[src/hw/rtl/tpc_pkg.sv]
// Shared types and constants for the throttle PI controller.
// Depends on nothing; imported by the datapath, controller and top level.
`default_nettype none

package tpc_pkg;

    // Sample width of the ADC readouts (sign taken from the top bit)
    localparam int SAMPLE_WIDTH = 16;

    // Q16.16 unity
    localparam int Q_ONE = 65536;

    // Configuration port geometry
    localparam int CFG_INDEX_WIDTH = 3;
    localparam int CFG_DATA_WIDTH  = 32;

    // Configuration register indexes
    typedef enum logic [CFG_INDEX_WIDTH-1:0] {
        REG_PEDAL_SCALE    = 3'd0,
        REG_THROTTLE_SCALE = 3'd1,
        REG_GAIN_CURRENT   = 3'd2,
        REG_GAIN_PREVIOUS  = 3'd3,
        REG_COMP_OFFSET    = 3'd4,
        REG_PWM_STEPS      = 3'd5
    } cfg_reg_t;

    // Input transaction payload
    typedef struct packed {
        logic signed [SAMPLE_WIDTH-1:0] pedal_sample;
        logic signed [SAMPLE_WIDTH-1:0] throttle_sample;
    } item_t;

    // Output transaction payload
    typedef struct packed {
        logic signed [17:0] control_output;
        logic               clamped;
        logic        [14:0] duty_magnitude;
        logic               duty_negative;
    } result_t;

    // Operand selection of the shared multiplier
    typedef enum logic [2:0] {
        MUL_NONE     = 3'd0,
        MUL_PEDAL    = 3'd1,
        MUL_THROTTLE = 3'd2,
        MUL_PREVIOUS = 3'd3,
        MUL_CURRENT  = 3'd4,
        MUL_DUTY     = 3'd5
    } mul_sel_t;

    // Commands from the controller to the datapath
    typedef struct packed {
        logic     capture;     // latch the input samples
        mul_sel_t mul_sel;     // multiplier operands this cycle
        logic     ld_pedal;    // store pedal position
        logic     ld_error;    // store saturated error
        logic     ld_acc;      // store state minus previous-error term
        logic     ld_update;   // finish the update, clamp, write state
        logic     ld_result;   // load the output register
    } dp_cmd_t;

endpackage

`default_nettype wire

[src/hw/rtl/tpc_datapath.sv]
// Datapath of the throttle PI controller: config registers, shared
// multiplier, control state and output register. Depends on tpc_pkg.
`default_nettype none

module tpc_datapath
    import tpc_pkg::*;
(
    input  wire logic                       clk,
    input  wire logic                       rst_n,
    input  wire logic                       cfg_write,
    input  wire logic [CFG_INDEX_WIDTH-1:0] cfg_index,
    input  wire logic [CFG_DATA_WIDTH-1:0]  cfg_data,
    input  wire item_t                      item_data,
    input  wire dp_cmd_t                    cmd,
    output result_t                         result_data
);

    // Configuration registers
    logic        [23:0] pedal_scale_reg;
    logic        [23:0] throttle_scale_reg;
    logic signed [31:0] gain_current_reg;
    logic signed [31:0] gain_previous_reg;
    logic signed [17:0] comp_offset_reg;
    logic        [14:0] pwm_steps_reg;

    // Controller state
    logic signed [31:0] previous_error_reg;
    logic signed [31:0] control_state_reg;

    // Working registers
    logic signed [SAMPLE_WIDTH-1:0] pedal_sample_reg;
    logic signed [SAMPLE_WIDTH-1:0] throttle_sample_reg;
    logic signed [63:0] prod_reg;
    logic signed [31:0] pedal_pos_reg;
    logic signed [31:0] error_reg;
    logic signed [48:0] acc_reg;
    logic signed [17:0] y_reg;
    logic               clamped_reg;
    result_t            result_reg;

    // Combinational signals
    logic signed [31:0] mul_a;
    logic signed [31:0] mul_b;
    logic signed [31:0] thr_position;
    logic signed [32:0] diff;
    logic signed [31:0] error_next;
    logic signed [47:0] gain_term;
    logic signed [48:0] acc_next;
    logic signed [49:0] sum;
    logic signed [31:0] ctrl_sat;
    logic signed [32:0] y_raw;
    logic signed [17:0] y_next;
    logic               clamped_next;
    logic signed [31:0] ctrl_next;
    logic signed [17:0] y_neg;
    logic        [16:0] mag;
    logic        [15:0] duty_full;
    logic        [14:0] duty;

    // Write configuration registers; unknown indexes fall through
    always_ff @(posedge clk or negedge rst_n)
    begin
        if (!rst_n)
        begin
            pedal_scale_reg    <= '0;
            throttle_scale_reg <= '0;
            gain_current_reg   <= '0;
            gain_previous_reg  <= '0;
            comp_offset_reg    <= '0;
            pwm_steps_reg      <= 15'd1000;
        end
        else if (cfg_write)
        begin
            case (cfg_index)
                REG_PEDAL_SCALE:    pedal_scale_reg    <= cfg_data[23:0];
                REG_THROTTLE_SCALE: throttle_scale_reg <= cfg_data[23:0];
                REG_GAIN_CURRENT:   gain_current_reg   <= cfg_data;
                REG_GAIN_PREVIOUS:  gain_previous_reg  <= cfg_data;
                REG_COMP_OFFSET:    comp_offset_reg    <= cfg_data[17:0];
                REG_PWM_STEPS:      pwm_steps_reg      <= cfg_data[14:0];
                default:            ;
            endcase
        end
    end

    // Select multiplier operands
    always_comb
    begin
        y_neg = -y_reg;
        mag   = y_reg[17] ? y_neg[16:0] : y_reg[16:0];
        case (cmd.mul_sel)
            MUL_PEDAL:
            begin
                mul_a = 32'(pedal_sample_reg);
                mul_b = {8'd0, pedal_scale_reg};
            end
            MUL_THROTTLE:
            begin
                mul_a = 32'(throttle_sample_reg);
                mul_b = {8'd0, throttle_scale_reg};
            end
            MUL_PREVIOUS:
            begin
                mul_a = gain_previous_reg;
                mul_b = previous_error_reg;
            end
            MUL_CURRENT:
            begin
                mul_a = gain_current_reg;
                mul_b = error_reg;
            end
            MUL_DUTY:
            begin
                mul_a = {15'd0, mag};
                mul_b = {17'd0, pwm_steps_reg};
            end
            default:
            begin
                mul_a = '0;
                mul_b = '0;
            end
        endcase
    end

    // Error, accumulation and clamp arithmetic
    always_comb
    begin
        // Arithmetic shift of the product gives floor rounding
        thr_position = prod_reg[39:8];
        diff         = 33'(pedal_pos_reg) - 33'(thr_position);
        if (diff[32] != diff[31])
            error_next = diff[32] ? 32'sh8000_0000 : 32'sh7FFF_FFFF;
        else
            error_next = diff[31:0];

        gain_term = prod_reg[63:16];
        acc_next  = 49'(control_state_reg) - 49'(gain_term);

        // Saturate the updated state to 32 bits
        sum = 50'(acc_reg) + 50'(gain_term);
        if (sum[49:31] != {19{sum[49]}})
            ctrl_sat = sum[49] ? 32'sh8000_0000 : 32'sh7FFF_FFFF;
        else
            ctrl_sat = sum[31:0];

        // Clamp output to plus or minus one, pull the state back on a clamp
        y_raw = 33'(ctrl_sat) + 33'(comp_offset_reg);
        if (y_raw > 33'(Q_ONE))
        begin
            y_next       = 18'(Q_ONE);
            ctrl_next    = 32'(Q_ONE) - 32'(comp_offset_reg);
            clamped_next = 1'b1;
        end
        else if (y_raw < -33'(Q_ONE))
        begin
            y_next       = -18'(Q_ONE);
            ctrl_next    = -32'(Q_ONE) - 32'(comp_offset_reg);
            clamped_next = 1'b1;
        end
        else
        begin
            y_next       = y_raw[17:0];
            ctrl_next    = ctrl_sat;
            clamped_next = 1'b0;
        end

        // Truncate duty and limit it to the step count
        duty_full = prod_reg[31:16];
        if (duty_full > {1'b0, pwm_steps_reg})
            duty = pwm_steps_reg;
        else
            duty = duty_full[14:0];
    end

    // Hold the controller state across ticks
    always_ff @(posedge clk or negedge rst_n)
    begin
        if (!rst_n)
        begin
            previous_error_reg <= '0;
            control_state_reg  <= '0;
        end
        else if (cmd.ld_update)
        begin
            previous_error_reg <= error_reg;
            control_state_reg  <= ctrl_next;
        end
    end

    // Advance the working registers
    always_ff @(posedge clk)
    begin
        prod_reg <= mul_a * mul_b;
        if (cmd.capture)
        begin
            pedal_sample_reg    <= item_data.pedal_sample;
            throttle_sample_reg <= item_data.throttle_sample;
        end
        if (cmd.ld_pedal)
            pedal_pos_reg <= prod_reg[39:8];
        if (cmd.ld_error)
            error_reg <= error_next;
        if (cmd.ld_acc)
            acc_reg <= acc_next;
        if (cmd.ld_update)
        begin
            y_reg       <= y_next;
            clamped_reg <= clamped_next;
        end
        if (cmd.ld_result)
        begin
            result_reg.control_output <= y_reg;
            result_reg.clamped        <= clamped_reg;
            result_reg.duty_magnitude <= duty;
            result_reg.duty_negative  <= y_reg[17];
        end
    end

    assign result_data = result_reg;

endmodule

`default_nettype wire

[src/hw/rtl/tpc_ctrl.sv]
// Sequencer of the throttle PI controller: steps the shared multiplier
// through one tick and owns both handshakes. Depends on tpc_pkg.
`default_nettype none

module tpc_ctrl
    import tpc_pkg::*;
(
    input  wire logic clk,
    input  wire logic rst_n,
    input  wire logic item_valid,
    output logic      item_stall,
    output logic      result_valid,
    input  wire logic result_stall,
    output dp_cmd_t   cmd
);

    typedef enum logic [2:0] {
        S_IDLE,
        S_PEDAL,
        S_THROTTLE,
        S_ERROR,
        S_PREVIOUS,
        S_UPDATE,
        S_DUTY,
        S_OUT
    } state_t;

    state_t state_reg;
    logic   result_valid_reg;
    logic   accept;
    logic   out_free;

    assign item_stall   = (state_reg != S_IDLE);
    assign accept       = item_valid && !item_stall;
    assign out_free     = !result_valid_reg || !result_stall;
    assign result_valid = result_valid_reg;

    // Decode datapath commands from the state
    always_comb
    begin
        cmd           = '0;
        cmd.mul_sel   = MUL_NONE;
        case (state_reg)
            S_IDLE:     cmd.capture = accept;
            S_PEDAL:    cmd.mul_sel = MUL_PEDAL;
            S_THROTTLE:
            begin
                cmd.mul_sel  = MUL_THROTTLE;
                cmd.ld_pedal = 1'b1;
            end
            S_ERROR:
            begin
                cmd.mul_sel  = MUL_PREVIOUS;
                cmd.ld_error = 1'b1;
            end
            S_PREVIOUS:
            begin
                cmd.mul_sel = MUL_CURRENT;
                cmd.ld_acc  = 1'b1;
            end
            S_UPDATE:   cmd.ld_update = 1'b1;
            S_DUTY:     cmd.mul_sel   = MUL_DUTY;
            S_OUT:
            begin
                // Keep the duty product in place while the output waits
                cmd.mul_sel   = MUL_DUTY;
                cmd.ld_result = out_free;
            end
            default:    ;
        endcase
    end

    // Hold state and the output valid flag
    always_ff @(posedge clk or negedge rst_n)
    begin
        if (!rst_n)
        begin
            state_reg        <= S_IDLE;
            result_valid_reg <= 1'b0;
        end
        else
        begin
            case (state_reg)
                S_IDLE:     if (accept) state_reg <= S_PEDAL;
                S_PEDAL:    state_reg <= S_THROTTLE;
                S_THROTTLE: state_reg <= S_ERROR;
                S_ERROR:    state_reg <= S_PREVIOUS;
                S_PREVIOUS: state_reg <= S_UPDATE;
                S_UPDATE:   state_reg <= S_DUTY;
                S_DUTY:     state_reg <= S_OUT;
                S_OUT:      if (out_free) state_reg <= S_IDLE;
                default:    state_reg <= S_IDLE;
            endcase

            if (cmd.ld_result)
                result_valid_reg <= 1'b1;
            else if (result_valid_reg && !result_stall)
                result_valid_reg <= 1'b0;
        end
    end

    // A result never overwrites one still waiting to be taken
    assert property (@(posedge clk) disable iff (!rst_n)
        cmd.ld_result |-> (!result_valid_reg || !result_stall))
        else $error("result loaded over a pending transaction");

    // An accepted transaction starts the multiply sequence
    assert property (@(posedge clk) disable iff (!rst_n)
        accept |=> (state_reg == S_PEDAL) && item_stall)
        else $error("accepted transaction did not start the sequence");

    // Result valid rises only after the output state loads it
    assert property (@(posedge clk) disable iff (!rst_n)
        $rose(result_valid_reg) |-> $past(state_reg == S_OUT))
        else $error("result valid rose outside the output state");

    // State is written once per tick, in the update step, ahead of the duty and output states
    assert property (@(posedge clk) disable iff (!rst_n)
        cmd.ld_update |=> ##1 (state_reg == S_OUT))
        else $error("update and output out of step");

endmodule

`default_nettype wire

[src/hw/rtl/throttle_pi_controller_core.sv]
// Throttle PI controller, top level: joins the sequencer and the datapath.
// Depends on tpc_pkg, tpc_ctrl and tpc_datapath.
//
// Use:
//   item channel (item_valid / item_stall / item_data) carries one control
//   tick: a pedal and a throttle ADC sample. result channel
//   (result_valid / result_stall / result_data) returns one transaction per
//   tick: clamped output, clamp flag, duty magnitude and duty sign.
//   cfg_write / cfg_index / cfg_data write one register per cycle; write
//   only while no tick is in flight. Indexes above 5 are ignored.
// Sequence:
//   One 32x32 multiplier is shared over five products, so a tick steps
//   through the pedal, throttle, error, previous, update, duty and output
//   states; a new tick is taken only once the previous one is done (item_stall is high while busy).
// Stall:
//   The finished result sits in an output register; the next tick is
//   accepted and computed meanwhile, and waits in its last step until the
//   earlier result is taken.
// Reset:
//   rst_n clears the controller state (previous error, control state), the
//   gains, scales and offset to zero and the step count to 1000.
`default_nettype none

module throttle_pi_controller_core
    import tpc_pkg::*;
(
    input  wire logic                       clk,
    input  wire logic                       rst_n,
    input  wire logic                       item_valid,
    output logic                            item_stall,
    input  wire item_t                      item_data,
    output logic                            result_valid,
    input  wire logic                       result_stall,
    output result_t                         result_data,
    input  wire logic                       cfg_write,
    input  wire logic [CFG_INDEX_WIDTH-1:0] cfg_index,
    input  wire logic [CFG_DATA_WIDTH-1:0]  cfg_data
);

    dp_cmd_t cmd;

    // Sequence one tick
    tpc_ctrl u_ctrl (
        .clk          (clk),
        .rst_n        (rst_n),
        .item_valid   (item_valid),
        .item_stall   (item_stall),
        .result_valid (result_valid),
        .result_stall (result_stall),
        .cmd          (cmd)
    );

    // Compute the update
    tpc_datapath u_datapath (
        .clk         (clk),
        .rst_n       (rst_n),
        .cfg_write   (cfg_write),
        .cfg_index   (cfg_index),
        .cfg_data    (cfg_data),
        .item_data   (item_data),
        .cmd         (cmd),
        .result_data (result_data)
    );

endmodule

`default_nettype wire
[config.mk]
export PLATFORM = sky130hd
export DESIGN_NAME = throttle_pi_controller_core
export DESIGN_NICKNAME = d
export VERILOG_FILES = /design/src/hw/rtl/tpc_pkg.sv /design/src/hw/rtl/tpc_datapath.sv /design/src/hw/rtl/tpc_ctrl.sv /design/src/hw/rtl/throttle_pi_controller_core.sv
export SDC_FILE = /design/constraint.sdc
export NUM_CORES = 2
export LEC_CHECK = 0
export ABC_AREA = 1
export BUFFER_PORTS_ARGS = -buffer_cell sky130_fd_sc_hd__buf_2
export CORE_ASPECT_RATIO = 2
export CORE_MARGIN = 2
export CORE_UTILIZATION = 45
export DETAILED_ROUTE_END_ITERATION = 12
export PLACE_DENSITY = 0.59
export SETUP_SLACK_MARGIN = 0.05
export SYNTH_ARGS = -nofsm -noshare
export SYNTH_HDL_FRONTEND = slang
export SYNTH_SLANG_ARGS = --single-unit
[constraint.sdc]
create_clock -name clk -period 20.1 [get_ports clk]
set_input_delay 1.005 -clock clk [delete_from_list [all_inputs] [get_ports clk]]
set_output_delay 1.005 -clock clk [all_outputs]
set_load 0.02 [all_outputs]
* Word level (Yosys, flattened, before mapping) *
Cells that the tools add are included.

storage, ports and cells
  register bits = 476
  logic and storage cells = 98

operators by class
  add/sub/neg operators = 7
  multiply operators = 1
  $lt $le $gt $ge = 3
  equality and inequality tests = 21
  multiplexer cells = 24
  reduce and logical (&&, ||, !) cells = 19

operator list
  cell                                                              count
  case mux 32 bit (5 select lines)                                  2
  2-to-1 mux 32 bit                                                 6
  multiplier 32 x 32 -> 64 bit                                      1
  adder 49 x 48 -> 50 bit                                           1
  subtractor 32 x 48 -> 49 bit                                      1
  adder 32 x 18 -> 33 bit                                           1
  greater-than comparator 33 x 18 -> 1 bit (second input constant)  1
  < comparator 33 x 17 -> 1 bit (second input constant)             1
  subtractor 32 x 32 -> 33 bit                                      1
  == test 3 bit (second input constant)                             8
  case mux 3 bit (8 select lines)                                   1
  subtractor 17 x 18 -> 19 bit (first input constant)               1
  subtractor 18 x 18 -> 19 bit (first input constant)               1
  == test 3 x 2 -> 1 bit (second input constant)                    6
  2-to-1 mux 18 bit                                                 1
  inequality test 18 bit                                            1
  2-to-1 mux 17 bit                                                 1
  negation 17 bit                                                   1
  greater-than comparator 16 x 15 -> 1 bit                          1
  2-to-1 mux 15 bit                                                 1
  case mux 3 bit (5 select lines)                                   1
  AND reduction 2 bit                                               7
  == test 3 x 1 -> 1 bit (second input constant)                    3
  2-to-1 mux 1 bit                                                  9
  other kinds (10)                                                  17

* Logic depth before layout (Yosys ltp) *
  depth in word-level cells = 7
  mapped depth = 47
  depth with buffers taken out = 45

* Cells and area by module *
A second synthesis with hierarchy kept.

second synthesis, totals
  cells, all modules = 8157
  area total of the unflattened synthesis = 65562.9 µm²

by module, submodules not included
  module        times used  cells an instance  area an instance (µm²)  seq. area each (µm²)
  tpc_datapath  1           8122               65318.9                 12304.3
  tpc_ctrl      1           35                 244.0                   100.1

* Worst setup path after synthesis *
Ideal clock, no wire load.

  path type = register to register
  from = reg u_ctrl.state_reg[0]
  to = reg u_datapath.prod_reg[60]
  data arrival time = 8.675 ns
  data required time = 19.988 ns
  setup slack = 11.313 ns
  cell stages (with the launch flop) = 36
  path buffers = 4
  period minus slack after synthesis = 8.787 ns
  path through = dfrtp_1 inv_1 ha_1 inv_1 a21oi_1 nand2_1 inv_1 buf_2 buf_2 buf_1 a221oi_1 nand2_1 clkbuf_1 nand2_1 fa_1 fa_1 inv_1 fa_1 fa_1 inv_1 fa_1 inv_1 fa_1 inv_1 fa_1 inv_1 fa_1 ha_1 a21oi_1 o21a_1 a21boi_0 nor2_1 a211oi_1 nand2_1 nand2_1 nand2_1

between the ends
  longest elaborated chain between the ends = 6
  elaborated cells between the ends (all ways) = 16

ends and longest elaborated chain
  what                                         line                 text
  start: declaration                           tpc_ctrl.sv:28       state_t state_reg;
  start signal: assignment                     tpc_ctrl.sv:78       state_reg <= S_IDLE;
  start signal: assignment                     tpc_ctrl.sv:84       S_IDLE: if (accept) state_reg <= S_PEDAL;
  start signal: assignment                     tpc_ctrl.sv:85       S_PEDAL: state_reg <= S_THROTTLE;
  == test 3 bit                                tpc_ctrl.sv:43       case (state_reg)
  OR reduction 2 bit (no source line)          -
  case mux 3 bit (5 select lines) (*)          tpc_ctrl.sv:43
  == test 3 bit, or another cell as far along  tpc_datapath.sv:91   case (cmd.mul_sel)
  case mux 32 bit (5 select lines)             tpc_datapath.sv:91
  multiplier 32 x 32 -> 64 bit (*)             tpc_datapath.sv:193  prod_reg <= mul_a * mul_b;
  end signal: assignment                       tpc_datapath.sv:193
  end: declaration                             tpc_datapath.sv:33   logic signed [63:0] prod_reg;

Every way passes the cells marked *; elsewhere a longest branch is shown, timed or not.
A chain may end at the register's enable or synchronous reset.

* Final worst setup path *
  from = reg u_ctrl.state_reg[0]
  to = reg u_datapath.prod_reg[57]

Same word-level chain as after synthesis.

==> metrics list <==
* Result of the run: completed
* Worst setup endpoint: u_datapath.prod_reg[57]$_DFF_P_
- In the finished design, the share of the clock period the worst path needs comes to 0.5621.
- CTS Buffer Depth: 3
- The share of synthesized area in the top cell type comes to 0.3323.
* Die footprint: 148500 sq um
* Routed WL: 266100 um
- Pin count of the biggest net entering global routing: 105
* Hold Violations, Final: 0
* Antenna violations before repair: 12
- CTS Hold Bufs: 0
* Startpoint kind of the worst setup timing path: flip-flop
- Via count of the first global-routing pass: 60280
* Leading post-synthesis cells by cell area: sky130_fd_sc_hd__fa_1 33%, sky130_fd_sc_hd__nand2_1 11%, sky130_fd_sc_hd__inv_1 9.7%
- Setup violations remaining at the end of the flow were counted as 0.
* Endpoint type of the worst setup path: flip-flop
- Count of nets left with antenna violations after detail routing: 0
- Among all stages on the critical path, the largest delay is contributed by sky130_fd_sc_hd__clkinv_1.
* Fmax: 0.08851 GHz
* Crit Path Category: flip-flop to flip-flop
- The clock period could shrink to 11300 ps.
- In this run the core area contains 197 standard-cell rows.
- Global routing finished with a remaining overflow of 0.
- Sequential-to-total area share from yosys stat: 0.1898
* Worst hold path startpoint: u_datapath.clamped_reg$_SDFFCE_PP1P_
- Of the cells placed in the final design, the portion with a size suffix greater than 1 is 0.04191.
* Per-cell routed wire length: 26.45 um
- For this configuration, the core starts out at a cell density of 0.4534.
- Across the run, the number of max-cap violations was 0.
* Setup fix buffers added after clock tree synthesis: 0
* Synth Cell Area: 65370 sq um
- When the netlist entered floorplanning its net count stood at 9634.
- Level count of the clock H-tree: 2
* Hpwl dp: 218500 um
- Gates resized during post-CTS repair numbered 0.
- From synthesis to final layout, the design area changed by 6.305%.
- The routed layout has 55530 vias.
- Final worst setup slack: 8801 ps
- At the worst endpoint, the required time is 20570 ps.
- Setup repair after global routing left no endpoint under its margin.
- For this run, the slowest stage of the critical path takes 980 ps.
- During I/O placement, the number of pins put on the boundary was 109.
* Dominant cell type by count on the critical path: sky130_fd_sc_hd__nand2_1
- For the worst-skew pair, the clock arrives at the later sink with an insertion delay of 610 ps.
- Among all cell types in the netlist, the one instantiated most often is sky130_fd_sc_hd__nand2_1.
* Area of combinational cells with multiple inputs: 45590 sq um
- Syn. warnings: 0
- Most area-hungry cell type in the Yosys netlist: sky130_fd_sc_hd__fa_1
- Headroom to the max-slew limit came out at 0.03064.
- Combined flip-flop and latch cell area: 12400 sq um
- At the placement stage, the worst setup path has a slack of 8986 ps.
- For this run, the total global-route usage over all layers was measured as 0.3670.
- Die height: 543.0 um
- CTS Buf Count: 41
* TritonCTS clock tree: built
* Die width: 273.5 um
- At the pin with the least slew margin, the transition time is 1445 ps.
- Prevailing post-synth register cell: sky130_fd_sc_hd__dfrtp_1
- Critical path origin: u_ctrl.state_reg[0]$_DFFE_PN0P_
- Using the TritonRoute via totals, the vias-per-cell ratio works out to 5.519.
* Most common library cells after synthesis: 1866 x sky130_fd_sc_hd__nand2_1, 1688 x sky130_fd_sc_hd__inv_1, 1085 x sky130_fd_sc_hd__fa_1
- DRC: 0
- The first TritonRoute pass finished after 6 iterations.
- The count of buffers added on input and output ports is 108.
* Clock input transition at the sequential cells of the worst setup and hold paths: 80 ps
- Counting flops with an async set or reset pin after synthesis yields a share of 0.4561.
- Setup TNS: 0 ps
- Total count of max-transition violations in the final report: 0
- Internal reg-to-reg setup slack: 8800 ps
* Core area: 144200 sq um
- Worst r2r dst: u_datapath.prod_reg[57]$_DFF_P_
* Crit Path Max Fanout: 38
- Classification of the worst-slack hold path: flip-flop to flip-flop
- For this run, the post-layout net count is 9647.
- Clk sink count: 467
- Number of distinct library cells after synthesis: 55
- Final core occ: 0.4819
- Clock skew on the completed layout was measured at 28.67 ps.
* Syn Area/Cell: 8.056 sq um
* Fillers: 14460
- The register with the most flip-flops in the layout has 56 of them.
* Reg2reg start: u_ctrl.state_reg[0]$_DFFE_PN0P_
- Clock root buffer: sky130_fd_sc_hd__clkbuf_16
- The worst register-to-register path has a depth of 37.
- Crit path DAT: 11770 ps
- Drt first-iter violations: 3715
- After synthesis the netlist holds a flip-flop and latch count of 467.
- Gate count of the mapped netlist: 8115
- The congestion estimate from routability-driven global placement came to 1.053.
* Number of synthesized flops with an enable pin: 198
- The first global-routing pass estimated 390900 um of wire.
worst max-delay path, delay by kind of cell (launching register included):
family          cells  cell delay (ps)
fa+ha+maj          10             4710
buf+inv             8             2160
compound gates      8             2080
simple gates       11             1700
flops               1              430
stage by stage:
stage | instance area (sq um) | hold WS (ps) | std cells
floorplan | 65370 | 400.3 | 8115
global placement | 68170 | 401.8 | 9975
detailed placement | 68170 | 416.3 | 9975
CTS | 69470 | 432.3 | 10050
global route | 69480 | 435.0 | 10050
finish | 69490 | 425.8 | 10060
worst min-delay path by stage:
stage / endpoint / slack (ps) / depth (start not counted)
2_1_floorplan: u_datapath.result_data[16]$_DFFE_PP_ / 400 / 0
3_3_place_gp: u_datapath.result_data[16]$_DFFE_PP_ / 400 / 0
3_5_place_dp: u_datapath.result_data[16]$_DFFE_PP_ / 420 / 0
4_1_cts: u_datapath.result_data[16]$_DFFE_PP_ / 430 / 0
5_1_grt: u_datapath.result_data[16]$_DFFE_PP_ / 440 / 0
6_report: u_datapath.result_data[16]$_DFFE_PP_ / 430 / 0
cell usage in the layout, fill, tap and decap left out, types with 13 or more instances in the layout:
master	n
sky130_fd_sc_hd__nand2_1	1865
sky130_fd_sc_hd__inv_1	1686
sky130_fd_sc_hd__fa_1	1085
sky130_fd_sc_hd__nor2_1	907
sky130_fd_sc_hd__a21oi_1	367
sky130_fd_sc_hd__ha_1	362
sky130_fd_sc_hd__o21ai_0	347
sky130_fd_sc_hd__dfrtp_1	207
sky130_fd_sc_hd__edfxtp_1	198
sky130_fd_sc_hd__nand3_1	154
sky130_fd_sc_hd__xor2_1	118
sky130_fd_sc_hd__buf_2	107
sky130_fd_sc_hd__buf_4	107
sky130_fd_sc_hd__xnor2_1	85
sky130_fd_sc_hd__dfxtp_1	56
sky130_fd_sc_hd__nand4_1	49
sky130_fd_sc_hd__nor3_1	47
sky130_fd_sc_hd__clkbuf_16	42
sky130_fd_sc_hd__a221oi_1	32
sky130_fd_sc_hd__clkinv_1	30
sky130_fd_sc_hd__a22o_1	28
sky130_fd_sc_hd__a31oi_1	24
sky130_fd_sc_hd__o21bai_1	22
sky130_fd_sc_hd__o21a_1	19
sky130_fd_sc_hd__o22ai_1	18
sky130_fd_sc_hd__nor2_2	18
sky130_fd_sc_hd__nor4_1	16
sky130_fd_sc_hd__clkbuf_1	13
final cells by class:
type	instances	share of cell area
multi-input cells	5684	0.6561
flip-flops and latches	467	0.1785
inverters	1719	0.09285
well taps	1890	0.03403
repair buffers	215	0.01948
clock buffers	57	0.01622
clock inverters	19	0.002503
diodes	10	0.0003601
layer usage:
layer  GRT usage  wire length, um  up-vias
li1            -                -    24650
met3     0.06200            15120     1010
met5           0               76        -
met1      0.3479            81860    27670
met2      0.6629           137700     2197
met4      0.3433            31380       10
kinds of logic after synthesis:
family | synth area share
buf+inv | 0.1142
xor+xnor | 0.02720
simple gates | 0.1870
fa+ha+maj | 0.4016
flops | 0.1898
compound gates | 0.08031
Power is not shown: default switching activity piles up to over one toggle a cycle in this logic, so the estimate is an artifact.
